## src/sv/assert_macros.svh

```systemverilog
// Assertion helpers shared by the tracker's RTL files.
// Every user module has i_clk and i_rst_n in scope.
`ifndef ASSERT_MACROS_SVH
`define ASSERT_MACROS_SVH

// Clocked check, muted while reset is asserted.
`define ASSERT_CLK(lbl, prop, msg) \
    lbl: assert property (@(posedge i_clk) disable iff (!i_rst_n) (prop)) else $error(msg);

// Clocked implication built on the check above.
`define ASSERT_IMP(lbl, ante, cons, msg) \
    `ASSERT_CLK(lbl, (ante) |-> cons, msg)

`endif

```

## src/sv/hct_pkg.sv

```systemverilog
`default_nettype none

package hct_pkg;

    localparam int ENC_W       = 32;
    localparam int HALL_W      = 3;
    localparam int TICKS_W     = 16;
    localparam int COEFF_W     = 16;
    localparam int ROT_W       = 10;
    localparam int ADV_W       = 26;
    localparam int CFG_DATA_W  = 32;

    localparam logic [ADV_W-1:0]  ADV_MAX   = '1;
    localparam int                IDX_MAX   = 1023;
    localparam logic [ENC_W-1:0]  RES_RESET = 32'd4096;

    // Hall patterns whose transition marks the electrical zero.
    localparam logic [HALL_W-1:0] PAT_ZERO_A = 3'b011;
    localparam logic [HALL_W-1:0] PAT_ZERO_B = 3'b001;

    typedef enum logic {
        KIND_HALL  = 1'b0,
        KIND_QUERY = 1'b1
    } t_kind;

    typedef enum logic {
        REG_ENC_RES   = 1'b0,
        REG_ADV_COEFF = 1'b1
    } t_cfg_reg;

    typedef struct packed {
        t_kind                kind;
        logic [ENC_W-1:0]     encoder_count;
        logic [HALL_W-1:0]    hall_bits;
        logic [TICKS_W-1:0]   captured_ticks;
    } t_in;

    typedef struct packed {
        logic [ROT_W-1:0]     rotor_index;
        logic [ADV_W-1:0]     index_advance;
        logic                 synced;
    } t_out;

    typedef enum logic [2:0] {
        S_IDLE,
        S_PREP,
        S_DIV1,
        S_WAIT1,
        S_DIV2,
        S_WAIT2,
        S_OUT
    } t_state;

    typedef enum logic [1:0] {
        DIV_ADV,
        DIV_MOD,
        DIV_IDX
    } t_div_sel;

    typedef struct packed {
        logic     capture;
        logic     prep;
        logic     div_start;
        t_div_sel div_sel;
        logic     adv_zero;
        logic     adv_store;
        logic     mul;
        logic     idx_store;
        logic     out_load;
    } t_cmd;

    typedef struct packed {
        t_kind kind;
        logic  res_zero;
        logic  step_zero;
        logic  div_done;
        logic  div_busy;
    } t_sts;

endpackage

`default_nettype wire

```

## src/sv/hct_div.sv

```systemverilog
`default_nettype none
`include "assert_macros.svh"

module hct_div
    import hct_pkg::*;
#(
    parameter int NUM_W = 43,
    parameter int DEN_W = 32
) (
    input  wire logic             i_clk,
    input  wire logic             i_rst_n,
    input  wire logic             i_start,
    input  wire logic [NUM_W-1:0] i_dividend,
    input  wire logic [DEN_W-1:0] i_divisor,
    output logic                  o_busy,
    output logic                  o_done,
    output logic      [NUM_W-1:0] o_quo,
    output logic      [DEN_W-1:0] o_rem
);

    localparam int CNT_W = $clog2(NUM_W + 1);

    logic [NUM_W-1:0] r_quo, n_quo;
    logic [DEN_W-1:0] r_rem, n_rem;
    logic [DEN_W-1:0] r_den, n_den;
    logic [CNT_W-1:0] r_cnt, n_cnt;
    logic             r_busy, n_busy;
    logic             r_done, n_done;

    logic [DEN_W:0]   rem_sh;
    logic [DEN_W:0]   trial;

    // Restoring division, one quotient bit per cycle.
    assign rem_sh = {r_rem, r_quo[NUM_W-1]};
    assign trial  = rem_sh - {1'b0, r_den};

    always_comb begin
        n_quo  = r_quo;
        n_rem  = r_rem;
        n_den  = r_den;
        n_cnt  = r_cnt;
        n_busy = r_busy;
        n_done = 1'b0;
        if (i_start) begin
            n_quo  = i_dividend;
            n_rem  = '0;
            n_den  = i_divisor;
            n_cnt  = CNT_W'(NUM_W);
            n_busy = 1'b1;
        end else if (r_busy) begin
            if (!trial[DEN_W]) begin
                n_rem = trial[DEN_W-1:0];
                n_quo = {r_quo[NUM_W-2:0], 1'b1};
            end else begin
                n_rem = rem_sh[DEN_W-1:0];
                n_quo = {r_quo[NUM_W-2:0], 1'b0};
            end
            n_cnt = r_cnt - CNT_W'(1);
            if (r_cnt == CNT_W'(1)) begin
                n_busy = 1'b0;
                n_done = 1'b1;
            end
        end
    end

    always_ff @(posedge i_clk) begin
        r_quo <= n_quo;
        r_rem <= n_rem;
        r_den <= n_den;
        r_cnt <= n_cnt;
        if (!i_rst_n) begin
            r_busy <= 1'b0;
            r_done <= 1'b0;
        end else begin
            r_busy <= n_busy;
            r_done <= n_done;
        end
    end

    assign o_busy = r_busy;
    assign o_done = r_done;
    assign o_quo  = r_quo;
    assign o_rem  = r_rem;

    `ASSERT_IMP(a_start_runs, i_start, ##1 r_busy, "divider did not start")
    `ASSERT_IMP(a_done_ends_run, r_done, !r_busy && $past(r_busy), "stray divider done")

endmodule

`default_nettype wire

```

## src/sv/hct_dp.sv

```systemverilog
`default_nettype none
`include "assert_macros.svh"

module hct_dp
    import hct_pkg::*;
#(
    parameter int TABLE_LENGTH = 1024
) (
    input  wire logic                  i_clk,
    input  wire logic                  i_rst_n,
    input  wire t_in                   i_in_data,
    input  wire logic                  i_cfg_valid,
    input  wire t_cfg_reg              i_cfg_index,
    input  wire logic [CFG_DATA_W-1:0] i_cfg_data,
    input  wire t_cmd                  i_cmd,
    output t_sts                       o_sts,
    output t_out                       o_out_data
);

    localparam int LW      = $clog2(TABLE_LENGTH + 1);
    localparam int NUM_W   = ENC_W + LW;
    localparam int K_VAL   = (TABLE_LENGTH / 6) * 5;
    localparam int KW      = $clog2(K_VAL + 1);
    localparam int PW      = COEFF_W + KW;
    localparam int IDX_CAP = (TABLE_LENGTH - 1 < IDX_MAX) ? TABLE_LENGTH - 1 : IDX_MAX;

    t_in                 r_item;
    logic [ENC_W-1:0]    r_res;
    logic [COEFF_W-1:0]  r_coeff;
    logic [ENC_W-1:0]    r_zero;
    logic [HALL_W-1:0]   r_last_pat;
    logic [HALL_W-1:0]   r_older_pat;
    logic [TICKS_W-1:0]  r_step;
    logic [ADV_W-1:0]    r_adv;
    logic                r_sync;
    logic [ROT_W-1:0]    r_rotor;
    logic [NUM_W-1:0]    r_num;
    t_out                r_out;

    logic [PW-1:0]       adv_prod;
    logic [NUM_W-1:0]    idx_prod;
    logic [ENC_W-1:0]    enc_rel;
    logic                zero_cross;
    logic [NUM_W-1:0]    div_dividend;
    logic [ENC_W-1:0]    div_divisor;
    logic                div_busy;
    logic                div_done;
    logic [NUM_W-1:0]    div_quo;
    logic [ENC_W-1:0]    div_rem;

    assign adv_prod = PW'(r_coeff) * PW'(K_VAL);
    assign idx_prod = NUM_W'(div_rem) * NUM_W'(TABLE_LENGTH);

    // Encoder offset from the zero position, wrapping at the encoder width.
    assign enc_rel = r_item.encoder_count - r_zero;

    assign zero_cross = (r_last_pat == PAT_ZERO_A && r_item.hall_bits == PAT_ZERO_B) ||
                        (r_last_pat == PAT_ZERO_B && r_item.hall_bits == PAT_ZERO_A);

    always_comb begin
        case (i_cmd.div_sel)
            DIV_ADV: begin
                div_dividend = r_num;
                div_divisor  = ENC_W'(r_step);
            end
            DIV_MOD: begin
                div_dividend = NUM_W'(enc_rel);
                div_divisor  = r_res;
            end
            DIV_IDX: begin
                div_dividend = r_num;
                div_divisor  = r_res;
            end
            default: begin
                div_dividend = r_num;
                div_divisor  = r_res;
            end
        endcase
    end

    hct_div #(
        .NUM_W (NUM_W),
        .DEN_W (ENC_W)
    ) u_div (
        .i_clk      (i_clk),
        .i_rst_n    (i_rst_n),
        .i_start    (i_cmd.div_start),
        .i_dividend (div_dividend),
        .i_divisor  (div_divisor),
        .o_busy     (div_busy),
        .o_done     (div_done),
        .o_quo      (div_quo),
        .o_rem      (div_rem)
    );

    // Configuration registers.
    always_ff @(posedge i_clk) begin
        if (!i_rst_n) begin
            r_res   <= RES_RESET;
            r_coeff <= '0;
        end else if (i_cfg_valid) begin
            case (i_cfg_index)
                REG_ENC_RES:   r_res   <= i_cfg_data;
                REG_ADV_COEFF: r_coeff <= i_cfg_data[COEFF_W-1:0];
                default:       r_res   <= r_res;
            endcase
        end
    end

    // Tracking state.
    always_ff @(posedge i_clk) begin
        if (!i_rst_n) begin
            r_zero      <= '0;
            r_last_pat  <= '0;
            r_older_pat <= '0;
            r_step      <= '0;
            r_adv       <= '0;
            r_sync      <= 1'b0;
            r_rotor     <= '0;
        end else begin
            if (i_cmd.prep) begin
                if (r_item.kind == KIND_HALL) begin
                    if (zero_cross) begin
                        r_zero <= r_item.encoder_count;
                        r_sync <= 1'b1;
                    end
                    if (r_item.hall_bits != r_older_pat) begin
                        r_step <= r_item.captured_ticks;
                    end
                    r_older_pat <= r_last_pat;
                    r_last_pat  <= r_item.hall_bits;
                end else if (r_res == '0) begin
                    r_rotor <= '0;
                end else if (r_item.encoder_count < r_zero) begin
                    r_zero <= r_zero - r_res;
                end
            end
            if (i_cmd.adv_zero) begin
                r_adv <= '0;
            end
            if (i_cmd.adv_store) begin
                r_adv <= (div_quo > NUM_W'(ADV_MAX)) ? ADV_MAX : div_quo[ADV_W-1:0];
            end
            if (i_cmd.idx_store) begin
                r_rotor <= (div_quo > NUM_W'(IDX_CAP)) ? ROT_W'(IDX_CAP)
                                                       : div_quo[ROT_W-1:0];
            end
        end
    end

    // Payload registers.
    always_ff @(posedge i_clk) begin
        if (i_cmd.capture) begin
            r_item <= i_in_data;
        end
        if (i_cmd.prep) begin
            r_num <= NUM_W'(adv_prod);
        end else if (i_cmd.mul) begin
            r_num <= idx_prod;
        end
        if (i_cmd.out_load) begin
            r_out.rotor_index   <= r_rotor;
            r_out.index_advance <= r_adv;
            r_out.synced        <= r_sync;
        end
    end

    assign o_sts.kind      = r_item.kind;
    assign o_sts.res_zero  = (r_res == '0);
    assign o_sts.step_zero = (r_step == '0);
    assign o_sts.div_done  = div_done;
    assign o_sts.div_busy  = div_busy;
    assign o_out_data      = r_out;

    `ASSERT_IMP(a_sync_sticky, r_sync, ##1 r_sync, "sync flag dropped")
    `ASSERT_IMP(a_idx_in_table, i_cmd.idx_store, div_quo < NUM_W'(TABLE_LENGTH),
        "rotor quotient beyond table")

endmodule

`default_nettype wire

```

## src/sv/hct_ctrl.sv

```systemverilog
`default_nettype none
`include "assert_macros.svh"

module hct_ctrl
    import hct_pkg::*;
(
    input  wire logic i_clk,
    input  wire logic i_rst_n,
    input  wire logic i_in_valid,
    output logic      o_in_ready,
    output logic      o_out_valid,
    input  wire logic i_out_ready,
    input  wire t_sts i_sts,
    output t_cmd      o_cmd
);

    t_state r_state, n_state;
    logic   r_out_valid, n_out_valid;

    always_comb begin
        n_state = r_state;
        case (r_state)
            S_IDLE: begin
                if (i_in_valid) n_state = S_PREP;
            end
            S_PREP: begin
                if (i_sts.kind == KIND_QUERY && i_sts.res_zero) n_state = S_OUT;
                else n_state = S_DIV1;
            end
            S_DIV1: begin
                if (i_sts.kind == KIND_HALL && i_sts.step_zero) n_state = S_OUT;
                else n_state = S_WAIT1;
            end
            S_WAIT1: begin
                if (i_sts.div_done) begin
                    n_state = (i_sts.kind == KIND_HALL) ? S_OUT : S_DIV2;
                end
            end
            S_DIV2: begin
                n_state = S_WAIT2;
            end
            S_WAIT2: begin
                if (i_sts.div_done) n_state = S_OUT;
            end
            S_OUT: begin
                if (!r_out_valid || i_out_ready) n_state = S_IDLE;
            end
            default: begin
                n_state = S_IDLE;
            end
        endcase
    end

    always_comb begin
        o_cmd         = '0;
        o_cmd.div_sel = DIV_ADV;
        case (r_state)
            S_IDLE: begin
                o_cmd.capture = i_in_valid;
            end
            S_PREP: begin
                o_cmd.prep = 1'b1;
            end
            S_DIV1: begin
                if (i_sts.kind == KIND_HALL) begin
                    o_cmd.div_sel   = DIV_ADV;
                    o_cmd.adv_zero  = i_sts.step_zero;
                    o_cmd.div_start = !i_sts.step_zero;
                end else begin
                    o_cmd.div_sel   = DIV_MOD;
                    o_cmd.div_start = 1'b1;
                end
            end
            S_WAIT1: begin
                if (i_sts.kind == KIND_HALL) o_cmd.adv_store = i_sts.div_done;
                else o_cmd.mul = i_sts.div_done;
            end
            S_DIV2: begin
                o_cmd.div_sel   = DIV_IDX;
                o_cmd.div_start = 1'b1;
            end
            S_WAIT2: begin
                o_cmd.idx_store = i_sts.div_done;
            end
            S_OUT: begin
                o_cmd.out_load = !r_out_valid || i_out_ready;
            end
            default: begin
                o_cmd.capture = 1'b0;
            end
        endcase
    end

    always_comb begin
        n_out_valid = r_out_valid;
        if (o_cmd.out_load) n_out_valid = 1'b1;
        else if (i_out_ready) n_out_valid = 1'b0;
    end

    always_ff @(posedge i_clk) begin
        if (!i_rst_n) begin
            r_state     <= S_IDLE;
            r_out_valid <= 1'b0;
        end else begin
            r_state     <= n_state;
            r_out_valid <= n_out_valid;
        end
    end

    assign o_in_ready  = (r_state == S_IDLE);
    assign o_out_valid = r_out_valid;

    `ASSERT_IMP(a_idle_div_quiet, r_state == S_IDLE, !i_sts.div_busy,
        "divider busy while idle")
    `ASSERT_IMP(a_load_has_room, o_cmd.out_load, !r_out_valid || i_out_ready,
        "result overwritten before delivery")

endmodule

`default_nettype wire

```

## src/sv/hall_commutation_tracker_unit.sv

```systemverilog
// Divisions: a hall edge takes one division, none when the step duration is zero; a
// position query takes two, none at zero resolution.
// NUM_W = 32 + clog2(TABLE_LENGTH + 1), 43 at the default table length: the shared
// restoring divider resolves one quotient bit per cycle over NUM_W bits.
// Throughput: one item at a time; the next beat is taken once the result is registered.
// Reset: synchronous, active low; tracking, config and control state return to defaults.
`default_nettype none

module hall_commutation_tracker_unit
    import hct_pkg::*;
#(
    parameter int TABLE_LENGTH = 1024
) (
    input  wire logic                  i_clk,
    input  wire logic                  i_rst_n,
    // Input item channel. kind selects hall edge or position query.
    input  wire logic                  i_in_valid,
    output logic                       o_in_ready,
    input  wire t_in                   i_in_data,
    // Result channel. Every input beat yields exactly one result beat.
    output logic                       o_out_valid,
    input  wire logic                  i_out_ready,
    output t_out                       o_out_data,
    // Configuration write channel; write it only while idle, the block does not enforce this.
    input  wire logic                  i_cfg_valid,
    output logic                       o_cfg_ready,
    input  wire t_cfg_reg              i_cfg_index,
    input  wire logic [CFG_DATA_W-1:0] i_cfg_data
);

    t_cmd cmd;
    t_sts sts;

    // Registers are plain flops, so a write can always be taken.
    assign o_cfg_ready = 1'b1;

    // The controller sequences each item: capture, state update, one division for a
    // hall edge (the index advance) or two for a query (the modulo, then the scaling
    // onto the commutation table; none at zero step or resolution), then the output load.
    hct_ctrl u_ctrl (
        .i_clk       (i_clk),
        .i_rst_n     (i_rst_n),
        .i_in_valid  (i_in_valid),
        .o_in_ready  (o_in_ready),
        .o_out_valid (o_out_valid),
        .i_out_ready (i_out_ready),
        .i_sts       (sts),
        .o_cmd       (cmd)
    );

    // The datapath holds the configuration, the rotor tracking state, the shared
    // divider and the output register that carries the result beat.
    hct_dp #(
        .TABLE_LENGTH (TABLE_LENGTH)
    ) u_dp (
        .i_clk       (i_clk),
        .i_rst_n     (i_rst_n),
        .i_in_data   (i_in_data),
        .i_cfg_valid (i_cfg_valid),
        .i_cfg_index (i_cfg_index),
        .i_cfg_data  (i_cfg_data),
        .i_cmd       (cmd),
        .o_sts       (sts),
        .o_out_data  (o_out_data)
    );

endmodule

`default_nettype wire
```

## config.mk

```make
export PLATFORM = sky130hd
export DESIGN_NAME = hall_commutation_tracker_unit
export DESIGN_NICKNAME = d
export VERILOG_FILES = /design/src/sv/hct_pkg.sv /design/src/sv/hct_div.sv /design/src/sv/hct_dp.sv /design/src/sv/hct_ctrl.sv /design/src/sv/hall_commutation_tracker_unit.sv
export VERILOG_INCLUDE_DIRS = /design/src /design/src/sv
export SDC_FILE = /design/constraint.sdc
export NUM_CORES = 1
export LEC_CHECK = 0
export BUFFER_PORTS_ARGS = -buffer_cell sky130_fd_sc_hd__buf_2
export CORE_MARGIN = 2
export CORE_UTILIZATION = 42
export DETAILED_ROUTE_END_ITERATION = 6
export GPL_TIMING_DRIVEN = 0
export MAX_ROUTING_LAYER = met4
export SYNTH_ARGS = -nofsm -noshare
export SYNTH_HDL_FRONTEND = slang
export SYNTH_SLANG_ARGS = --single-unit
export TNS_END_PERCENT = 5
```

## constraint.sdc

```tcl
create_clock -name i_clk -period 12.7 [get_ports i_clk]
set_clock_uncertainty 0.2 [all_clocks]
set_input_delay 1.27 -clock i_clk [delete_from_list [all_inputs] [get_ports i_clk]]
set_output_delay 1.27 -clock i_clk [all_outputs]
set_load 0.1 [all_outputs]
```

# [Word-level counts from Yosys, hierarchy flattened]
# Cells that the tools add are included.
[op_classes] n_reduce_logical=29 add_sub_neg=4 n_mul=1 bitwise_logic=4 mux=45 order_cmp=3 eq_ne=19
[ops] op="$mux W32" n=5
[ops] op="$mux W26" n=5
[ops] op="$mux W43" n=2
[ops] op="$sub A32 B32 Y32" n=2
[ops] op="$mux W10" n=5
[ops] op="$gt A43 B10 Y1 const B" n=1
[ops] op="$gt A43 B26 Y1 const B" n=1
[ops] op="$mux W42" n=1
[ops] op="$sub A33 B32 Y33" n=1
[ops] op="$logic_not A32 Y1" n=1
[ops] op="$lt A32 B32 Y1" n=1
[ops] op="$mul A16 B9 Y25 const B" n=1
[ops] op="$mux W3" n=7
[ops] op="$pmux W3 S7" n=1
[ops] op="$logic_not A16 Y1" n=1
[ops] op="$mux W16" n=1
[ops] op="$reduce_bool A2 Y1" n=8
[ops] op="$mux W1" n=15
[ops] op="$eq A3 B2 Y1 const B" n=4
[ops] op="$eq A3 B1 Y1 const B" n=3
[ops] op="$eq A3 B3 Y1 const B" n=3
[ops] op="$reduce_and A3 Y1" n=3
[ops] op="$reduce_and A4 Y1" n=2
[ops] op="$eq A6 B1 Y1 const B" n=1
[ops] op="other kinds (15)" n=30
[totals] word_cells=132 out_inout_bits=40 regBits=388 in_bits=90

# [Depth between registers and ports, before layout]
# Gate-level depths: netlist of run 1.
[logic_depth] word_depth=7 depth_mapped=18 depth_no_buf=18

# [Modules after synthesis]
# A second synthesis of run 1 with hierarchy kept.
[unflattened] hier_cells=2485 hier_area_um2=23263.6
[modules_own_cells] mod="hct_dp" cells_per_inst=1802 n_inst=1 area_per_inst_um2=16548.4 seq_area_each_um2=6526.3
[modules_own_cells] mod="hct_div" cells_per_inst=628 n_inst=1 area_per_inst_um2=6331.1 seq_area_each_um2=3052.9
[modules_own_cells] mod="hct_ctrl" cells_per_inst=53 n_inst=1 area_per_inst_um2=372.9 seq_area_each_um2=80.1
[modules_own_cells] mod="hall_commutation_tracker_unit" cells_per_inst=2 n_inst=1 area_per_inst_um2=11.3 seq_area_each_um2=0.0

# [Least setup slack after synthesis of run 1]
# Ideal clock, no wire load.
[synth_timing] kind="flip-flop to flip-flop" startpoint="register u_ctrl.r_state[0]" endpoint="register u_dp.r_item, in the netlist u_dp.o_sts[4], enable pin" path_stages_with_launch=5 setup_slack_ps=7772 synth_period_minus_slack_ps=4928 setup_time_ps=414 t_arrival_ps=4314 required_time_ps=12086 n_path_buf=2 path_cell_list="dfxtp_1 clkbuf_1 buf_1 nor3_1 and2_1"
[synth_lines] element="start, declared" line="hct_ctrl.sv:17" text="t_state r_state, n_state;"
[synth_lines] element="start signal, assigned" line="hct_ctrl.sv:105" text="r_state <= n_state;"
[synth_lines] element="end signal, assigned" line="hct_dp.sv:154" text="r_item <= i_in_data;"
[synth_lines] element="end, declared" line="hct_dp.sv:27" text="t_in r_item;"

# [Worst setup path in the final report of run 1]
[layout_timing] startpoint="register u_dp.r_coeff[3]" endpoint="register u_dp.r_num[18], data pin"
[layout_between] elab_chain_cells=2
[layout_rtl] element="start, declared" line="hct_dp.sv:29" text="logic [COEFF_W-1:0] r_coeff;"
[layout_rtl] element="start signal, assigned" line="hct_dp.sv:104" text="REG_ADV_COEFF: r_coeff <= i_cfg_data[COEFF_W-1:0];"
[layout_rtl] element="$mul A16 B9 Y25" line="hct_dp.sv:51" text="assign adv_prod = PW'(r_coeff) * PW'(K_VAL);"
[layout_rtl] element="$mux W26" line="hct_dp.sv:156" text="if (i_cmd.prep) begin"
[layout_rtl] element="end signal, assigned" line="hct_dp.sv:157" text="r_num <= NUM_W'(adv_prod);"
[layout_rtl] element="end signal, assigned" line="hct_dp.sv:159" text="r_num <= idx_prod;"
[layout_rtl] element="end, declared" line="hct_dp.sv:37" text="logic [NUM_W-1:0] r_num;"
# Every way passes these cells.
# A chain may end at the register's enable or synchronous reset.

==> results.cfg, run 1 <==
[outcome]
status = complete, no violations

[detailed_routing]
wl_mm = 71.4
avgViaCountPerCell = 5.68
via_count = 19100
drc_errors = 0
drtIter0Drc = 1622
wl_per_cell_um = 21.2
antenna_left = 0
dr.pass1.iters = 7

[worst_setup_path]
reg2reg_slack_ps = 6950
start_kind = register
worst_r2r_path_depth = 14
worst_setup_path_end_kind = register
startpoint = u_dp.r_coeff[3]
cp.required_ps = 12800
worstPathArrival_ps = 5850
r2r-start = u_dp.r_coeff[3]
timing_worst_setup_path_type = register to register
endpoint = u_dp.r_num[18]
r2r-end = u_dp.r_num[18]
cp_max_fo = 6

[yosys]
yosysTopAreaCell = edfxtp_1
synth.distinct_cells = 90
synth_fp_nets = 2757
synth_edf_count = 189
syn_inst = 2451
synth.avg_cell_area_sq_um = 9.36
synth_area_sq_mm = 0.0229
yosys_most_used_dff = dfxtp_1
ys_ff_latch = 388
seq_area_frac_synth = 0.421
ys_warn_count = 0
yosys.area.top_type_share = 0.247
async_flop_share = 0
synth.area.top_cells = edfxtp_1 (25%), dfxtp_1 (17%), ha_1 (9.7%)

[min_path]
worstHoldPathType = register to register

[final_layout]
nNetsFinal = 2934
stdcell_count = 3359
multi_input_area_sq_mm = 0.0121
fillCellCount = 5051
final_util = 0.482
area_growth_pct = 13.1
ff_latch_area_sq_mm = 0.00966
drive_gt1_frac = 0.116
insertedDiodeCount = 0
layout_commonest_cell = nand2_1
layout_common_cells = nand2_1 (347), a21oi_1 (257), dfxtp_1 (199)

[floorplanning]
core-area_sq_mm = 0.0539
rows = 85
die_w_um = 238
start_util = 0.426
dieArea_sq_mm = 0.0565
io_pins = 130
die_h_um = 238

[timing]
max_freq_mhz = 174
drv_slew = 0
setup_tns_ps = 0
rsz0062_at_grt = no
fin_crit_sh = 0.453
final_hold_viol_count = 0
setup_viol = 0
timing.slew.headroom = 0.0590
period_minus_slack_ps = 5750
tightest_slew_ps = 1400
holdWs_ps = 235

[place]
io_buffer_count = 128
gp_congestion = 0.974
hpwl_mm = 56.1
placed_cells = 3279

[clock_tree]
clock-sinks = 388
cts-resized-gates = 0
cts_inserted_buffers = 43
cts_setup_buffers = 0
clockBufferDepth = 3
clk_pin_slew_worst_paths_ps = 60
htree_levels = 2
cts_tree = done
root_buffer = clkbuf_16
clock_latency_ps = 610
hold_buffers = 0

[pwr]
p_leak_nw = 10.5
p_per_area_mw_per_mm2 = 248
vdd.ir_drop.worst_mv = 0.128

[global_route]
grt_pass1_wl_mm = 108
grt_max_degree = 41
grt_usage = 0.258
antenna_found_initial = 0
grt-ovfl-total = 0
grt_pass1_vias = 18600

[flow_run]
drv_cap = 0
[critical path, cell delays in order (launching register included)]
cell and delay (ps):
dfxtp_1 530, ha_1 320, fa_1 510, fa_1 540
inv_1 50, fa_1 530, inv_1 40, ha_1 330
o21ai_0 240, nor2_1 120, o31ai_1 640, a21boi_0 270
o41ai_1 380, xor2_1 160, o21ai_0 580
[Yosys cell counts (5+ instances only)]
cell      count
nand2_1     347
a21oi_1     257
dfxtp_1     199
edfxtp_1    189
inv_1       184
ha_1        178
nor2_1      155
o21ai_0     127
clkbuf_1     86
a21o_1       56
xnor2_1      56
nand3_1      43
mux2i_1      41
fa_1         38
nor3_1       38
xor2_1       38
nand2b_1     31
nor4_1       24
a31oi_1      22
a211oi_2     20
o21ai_1      18
mux2_2       17
nor2b_1      17
a211oi_1     16
a311oi_2     16
o21a_1       16
and2_1       14
nand4_1      13
o211ai_1     13
o31ai_1      13
and3_1       10
buf_2        10
o21bai_1     10
and4_1        7
buf_1         7
buf_4         7
a21boi_0      6
a31o_2        6
or2_2         6
or3_1         6
nor3b_1       5
o221ai_1      5
[flip-flops by register name, summed over array words and instances, names as in the netlist, 32 cells and up]
name	cells
u_dp.u_div.o_quo	43
u_dp.o_out_data	37
u_dp.r_res	32
u_dp.u_div.o_rem	32
u_dp.u_div.r_den	32
u_dp.r_num	41
u_dp.r_zero	32
u_dp.r_item	51
[cell type report]
cell class                      count  share of cell area
Timing Repair Buffer              132              0.0278
Clock inverter                     23             0.00805
Buffer                            111              0.0179
Sequential cell                   388               0.372
Tap cell                          696              0.0335
Multi-Input combinational cell   1767               0.468
Clock buffer                       57              0.0463
Inverter                          185              0.0267
[worst min-delay path by stage]
| stage | start | to | slack, ps | depth (start not counted) |
|---|---|---|---|---|
| 6_report | u_dp.r_rotor[4] | u_dp.o_out_data[31] | 240 | 0 |
| 5_1_grt | u_dp.r_rotor[2] | u_dp.o_out_data[29] | 240 | 0 |
| 4_1_cts | u_dp.r_adv[13] | u_dp.o_out_data[14] | 240 | 0 |
| 3_5_place_dp | u_dp.r_adv[8] | u_dp.o_out_data[9] | 220 | 0 |
| 3_3_place_gp | u_dp.r_adv[8] | u_dp.o_out_data[9] | 220 | 0 |
| 2_1_floorplan | u_dp.r_adv[9] | u_dp.o_out_data[10] | 210 | 0 |
[cells by family (layout without fill, tap and decap cells)]
logic type                 Yosys count  count (layout)  share of synthesized area
DFF                                388             388                      0.421
other                                1               1                   0.000163
xor gates and xnor gates            95              95                     0.0371
adders and majority gates          216             216                      0.130
muxes                               58              58                     0.0262
AOI/OAI and AO/OA                  670             670                      0.194
buffers and inverters              296             508                     0.0504
and+or+nand+nor                    727             727                      0.141
[stage by stage]
stage               power (mW)  cell area [sq um]  setup slack (ps)
finish                    6.44              26000              6950
global route              6.82              26000              6770
CTS                       6.40              26000              6930
detailed placement        5.13              24600              6930
global placement          5.06              24500              7060
floorplan                 4.21              22900              7770
[layer usage]
layer  track usage  part of all wire
met1         0.346              0.46
met2         0.399              0.44
met3        0.0348             0.064
met4        0.0938             0.035
met5             -                 0
[power breakdown]
part	switching (mW)	internal [mW]
combinational	2.03	1.16
sequential	0.262	1.73
clock	0.543	0.714
total	2.83	3.61
(Power assumes the default switching activity.)
==> run 2, diff against run 1 <==
--- a/config.mk
+++ b/config.mk
@@ -6,6 +6,7 @@
 export SDC_FILE = /design/constraint.sdc
 export NUM_CORES = 1
 export LEC_CHECK = 0
+export ABC_AREA = 1
 export BUFFER_PORTS_ARGS = -buffer_cell sky130_fd_sc_hd__buf_2
 export CORE_MARGIN = 2
 export CORE_UTILIZATION = 42
==> constraint.sdc (replaced) <==
create_clock -name i_clk -period 6 [get_ports i_clk]
set_clock_uncertainty 0.2 [all_clocks]
set_input_delay 0.6 -clock i_clk [delete_from_list [all_inputs] [get_ports i_clk]]
set_output_delay 0.6 -clock i_clk [all_outputs]
set_load 0.1 [all_outputs]
==> run 2 against run 1 <==
  * Combinational power is 69% higher
  * Non-clock buffer count is 42 higher
  * Sequential power is 97% higher
  * Register-to-register slack worse by 5600 ps
  * Flip-flop and latch count stayed put
  * Setup slack worse by 5600 ps
  * Global-route usage is 0.47 points higher
==> results.cfg, run 2 <==
[clock_tree]
cts-resized-gates = 0
clock_latency_ps = 600
clock-sinks = 388
htree_levels = 2
cts_inserted_buffers = 44
cts_tree = done
cts_setup_buffers = 0
hold_buffers = 52
clk_pin_slew_worst_paths_ps = 60
clockBufferDepth = 3
root_buffer = clkbuf_16

[yosys]
ys_ff_latch = 388
synth.distinct_cells = 47
ys_warn_count = 0
yosysTopAreaCell = edfxtp_1
synth.avg_cell_area_sq_um = 7.15
yosysMostFrequentCell = nand2_1
seq_area_frac_synth = 0.380
netlist_top_cells_count = nand2_1 (1,056), inv_1 (560), nor2_1 (374)
synth.area.top_cells = edfxtp_1 (22%), dfxtp_1 (16%), nand2_1 (16%)
yosys_most_used_dff = dfxtp_1
async_flop_share = 0
yosys.area.top_type_share = 0.223
syn_inst = 3550
synth_area_sq_mm = 0.0254
synth_fp_nets = 3856
synth_edf_count = 189

[min_path]
worstHoldPathType = input pin to register

[timing]
drv_slew = 0
final_hold_viol_count = 0
setup_tns_ps = 0
timing.slew.headroom = 0.352
setup_ws_ps = 1340
fin_crit_sh = 0.777
max_freq_mhz = 214
period_minus_slack_ps = 4660
setup_viol = 0
tightest_slew_ps = 970
rsz0062_at_grt = no

[detailed_routing]
avgViaCountPerCell = 5.00
dr.pass1.iters = 7
drc_errors = 0
via_count = 23000
wl_per_cell_um = 17.6
wl_mm = 80.8
antenna_left = 0
drtIter0Drc = 2000

[place]
dp_slack_ps = 1330
io_buffer_count = 128
hpwl_mm = 65.5
gp_congestion = 0.977

[global_route]
grt_usage = 0.262
grt.busiest_layer = met2
grt-ovfl-total = 0
grt_use_met3 = 0.0532
antenna_found_initial = 0
met1_usage = 0.339
grt_max_degree = 44
grt_pass1_wl_mm = 122
use_met2 = 0.416
grt_pass1_vias = 21300

[pwr]
p_leak_nw = 14.3
p_per_area_mw_per_mm2 = 414
vdd.ir_drop.worst_mv = 0.288

[floorplanning]
rows = 90
dieArea_sq_mm = 0.0625
start_util = 0.423
die_h_um = 250
core-area_sq_mm = 0.0600
io_pins = 130
die_w_um = 250

[worst_setup_path]
crit_path_cell_trace = ha_1, fa_1, fa_1, inv_1, fa_1, inv_1, ha_1, a21oi_1, a21boi_0, o21ai_0, or2_2, nand3_1, o21ai_0
timing_worst_setup_path_type = register to register
cp.required_ps = 6130
cp_max_fo = 6
path_common_cell = fa_1
worst_setup_path_end_kind = register
worstPathArrival_ps = 4790
worst_path_largest_cell_delay_ps = 550
start_kind = register
crit_slowest_cell = fa_1

[final_layout]
insertedDiodeCount = 0
regMostFlops = u_dp.r_item
drive_gt1_frac = 0.0798
largest_register_ff_count = 51
nNetsFinal = 4093
layout_common_cells = nand2_1 (1,056), inv_1 (559), nor2_1 (374)
layout_commonest_cell = nand2_1
area_growth_pct = 14.7

[outcome]
status = complete, no violations

[flow_run]
drv_cap = 0
## run 2: changes by cell type after synthesis, moves of 29 or more
| cell | previous run | this run |
|---|---|---|
| nand2_1 | 347 | 1056 |
| inv_1 | 184 | 560 |
| nor2_1 | 155 | 374 |
| nand3_1 | 43 | 203 |
| o21ai_0 | 127 | 215 |
| a21o_1 | 56 | 3 |
| a21oi_1 | 257 | 217 |
| mux2i_1 | 41 | 3 |
| clkbuf_1 | 86 | 50 |
| nand2b_1 | 31 | 0 |
| xnor2_1 | 56 | 27 |
## run 2: metrics by stage
step	util	cell area [sq um]	std cells	total power, mW	hold WS (ps)
global route	0.485	29100	4605	12.9	92.4
detailed placement	0.452	27100	4471	9.26	217
CTS	0.485	29100	4605	12.0	60.8
global placement	0.450	27000	4460	9.23	215
finish	0.485	29100	4605	12.0	82.7
floorplan	-	25400	3550	7.53	209
## run 2: worst max-delay path: cells and delay by family (launching register included)
kind,cells,cell delay [ps]
adder cells (fa/ha/maj),5,2250
AO/OA/AOI/OAI,4,940
flip-flops,1,510
AND/OR/NAND/NOR,2,410
buffers and inverters,2,100
## run 2: cells by family (layout without fill, tap and decap cells)
logic type | count (synthesis) | after routing | share of synthesized area
adders and majority gates | 216 | 216 | 0.118
and+or+nand+nor | 1757 | 1757 | 0.285
DFF | 388 | 388 | 0.380
xor gates and xnor gates | 47 | 47 | 0.0162
buffers and inverters | 671 | 944 | 0.104
other | 1 | 1 | 0.000148
muxes | 3 | 3 | 0.00118
AOI/OAI and AO/OA | 467 | 467 | 0.0957
## run 2: path summary, 6_finish.rpt
check / startpoint / endpoint / slack [ps] / cells past startpoint
worst max-delay path: u_dp.r_coeff[3] / u_dp.r_num[20] / 1340 / 13
worst min-delay path: i_cfg_data[21] / u_dp.r_res[21] / 80 / 3
worst max register to register: u_dp.r_coeff[3] / u_dp.r_num[20] / 1340 / 13
worst min register to register: u_dp.r_adv[19] / u_dp.o_out_data[20] / 230 / 0
## run 2: area by class of cell
cell class	instances	area [sq um]
fill	6198	30900
multi-input combinational	2491	13100
sequential	388	9660
inverter	577	2170
timing repair buffer	191	1280
clock buffer	60	1220
tap	782	978
buffer	94	464
clock inverter	22	236
## run 2: report_power, final
group          switching [mW]  internal, mW  leakage, nW
Sequential              0.402          3.53         3.39
Combinational            3.76          1.64         10.2
Clock                    1.18          1.54        0.712
Total                    5.33          6.72         14.3
## run 2: routing by layer
layer  vias up  part of all wire
met1     10500              0.44
met2       693              0.46
li1      11800                 -
met4         0             0.030
met3       111             0.075
met5         -                 0
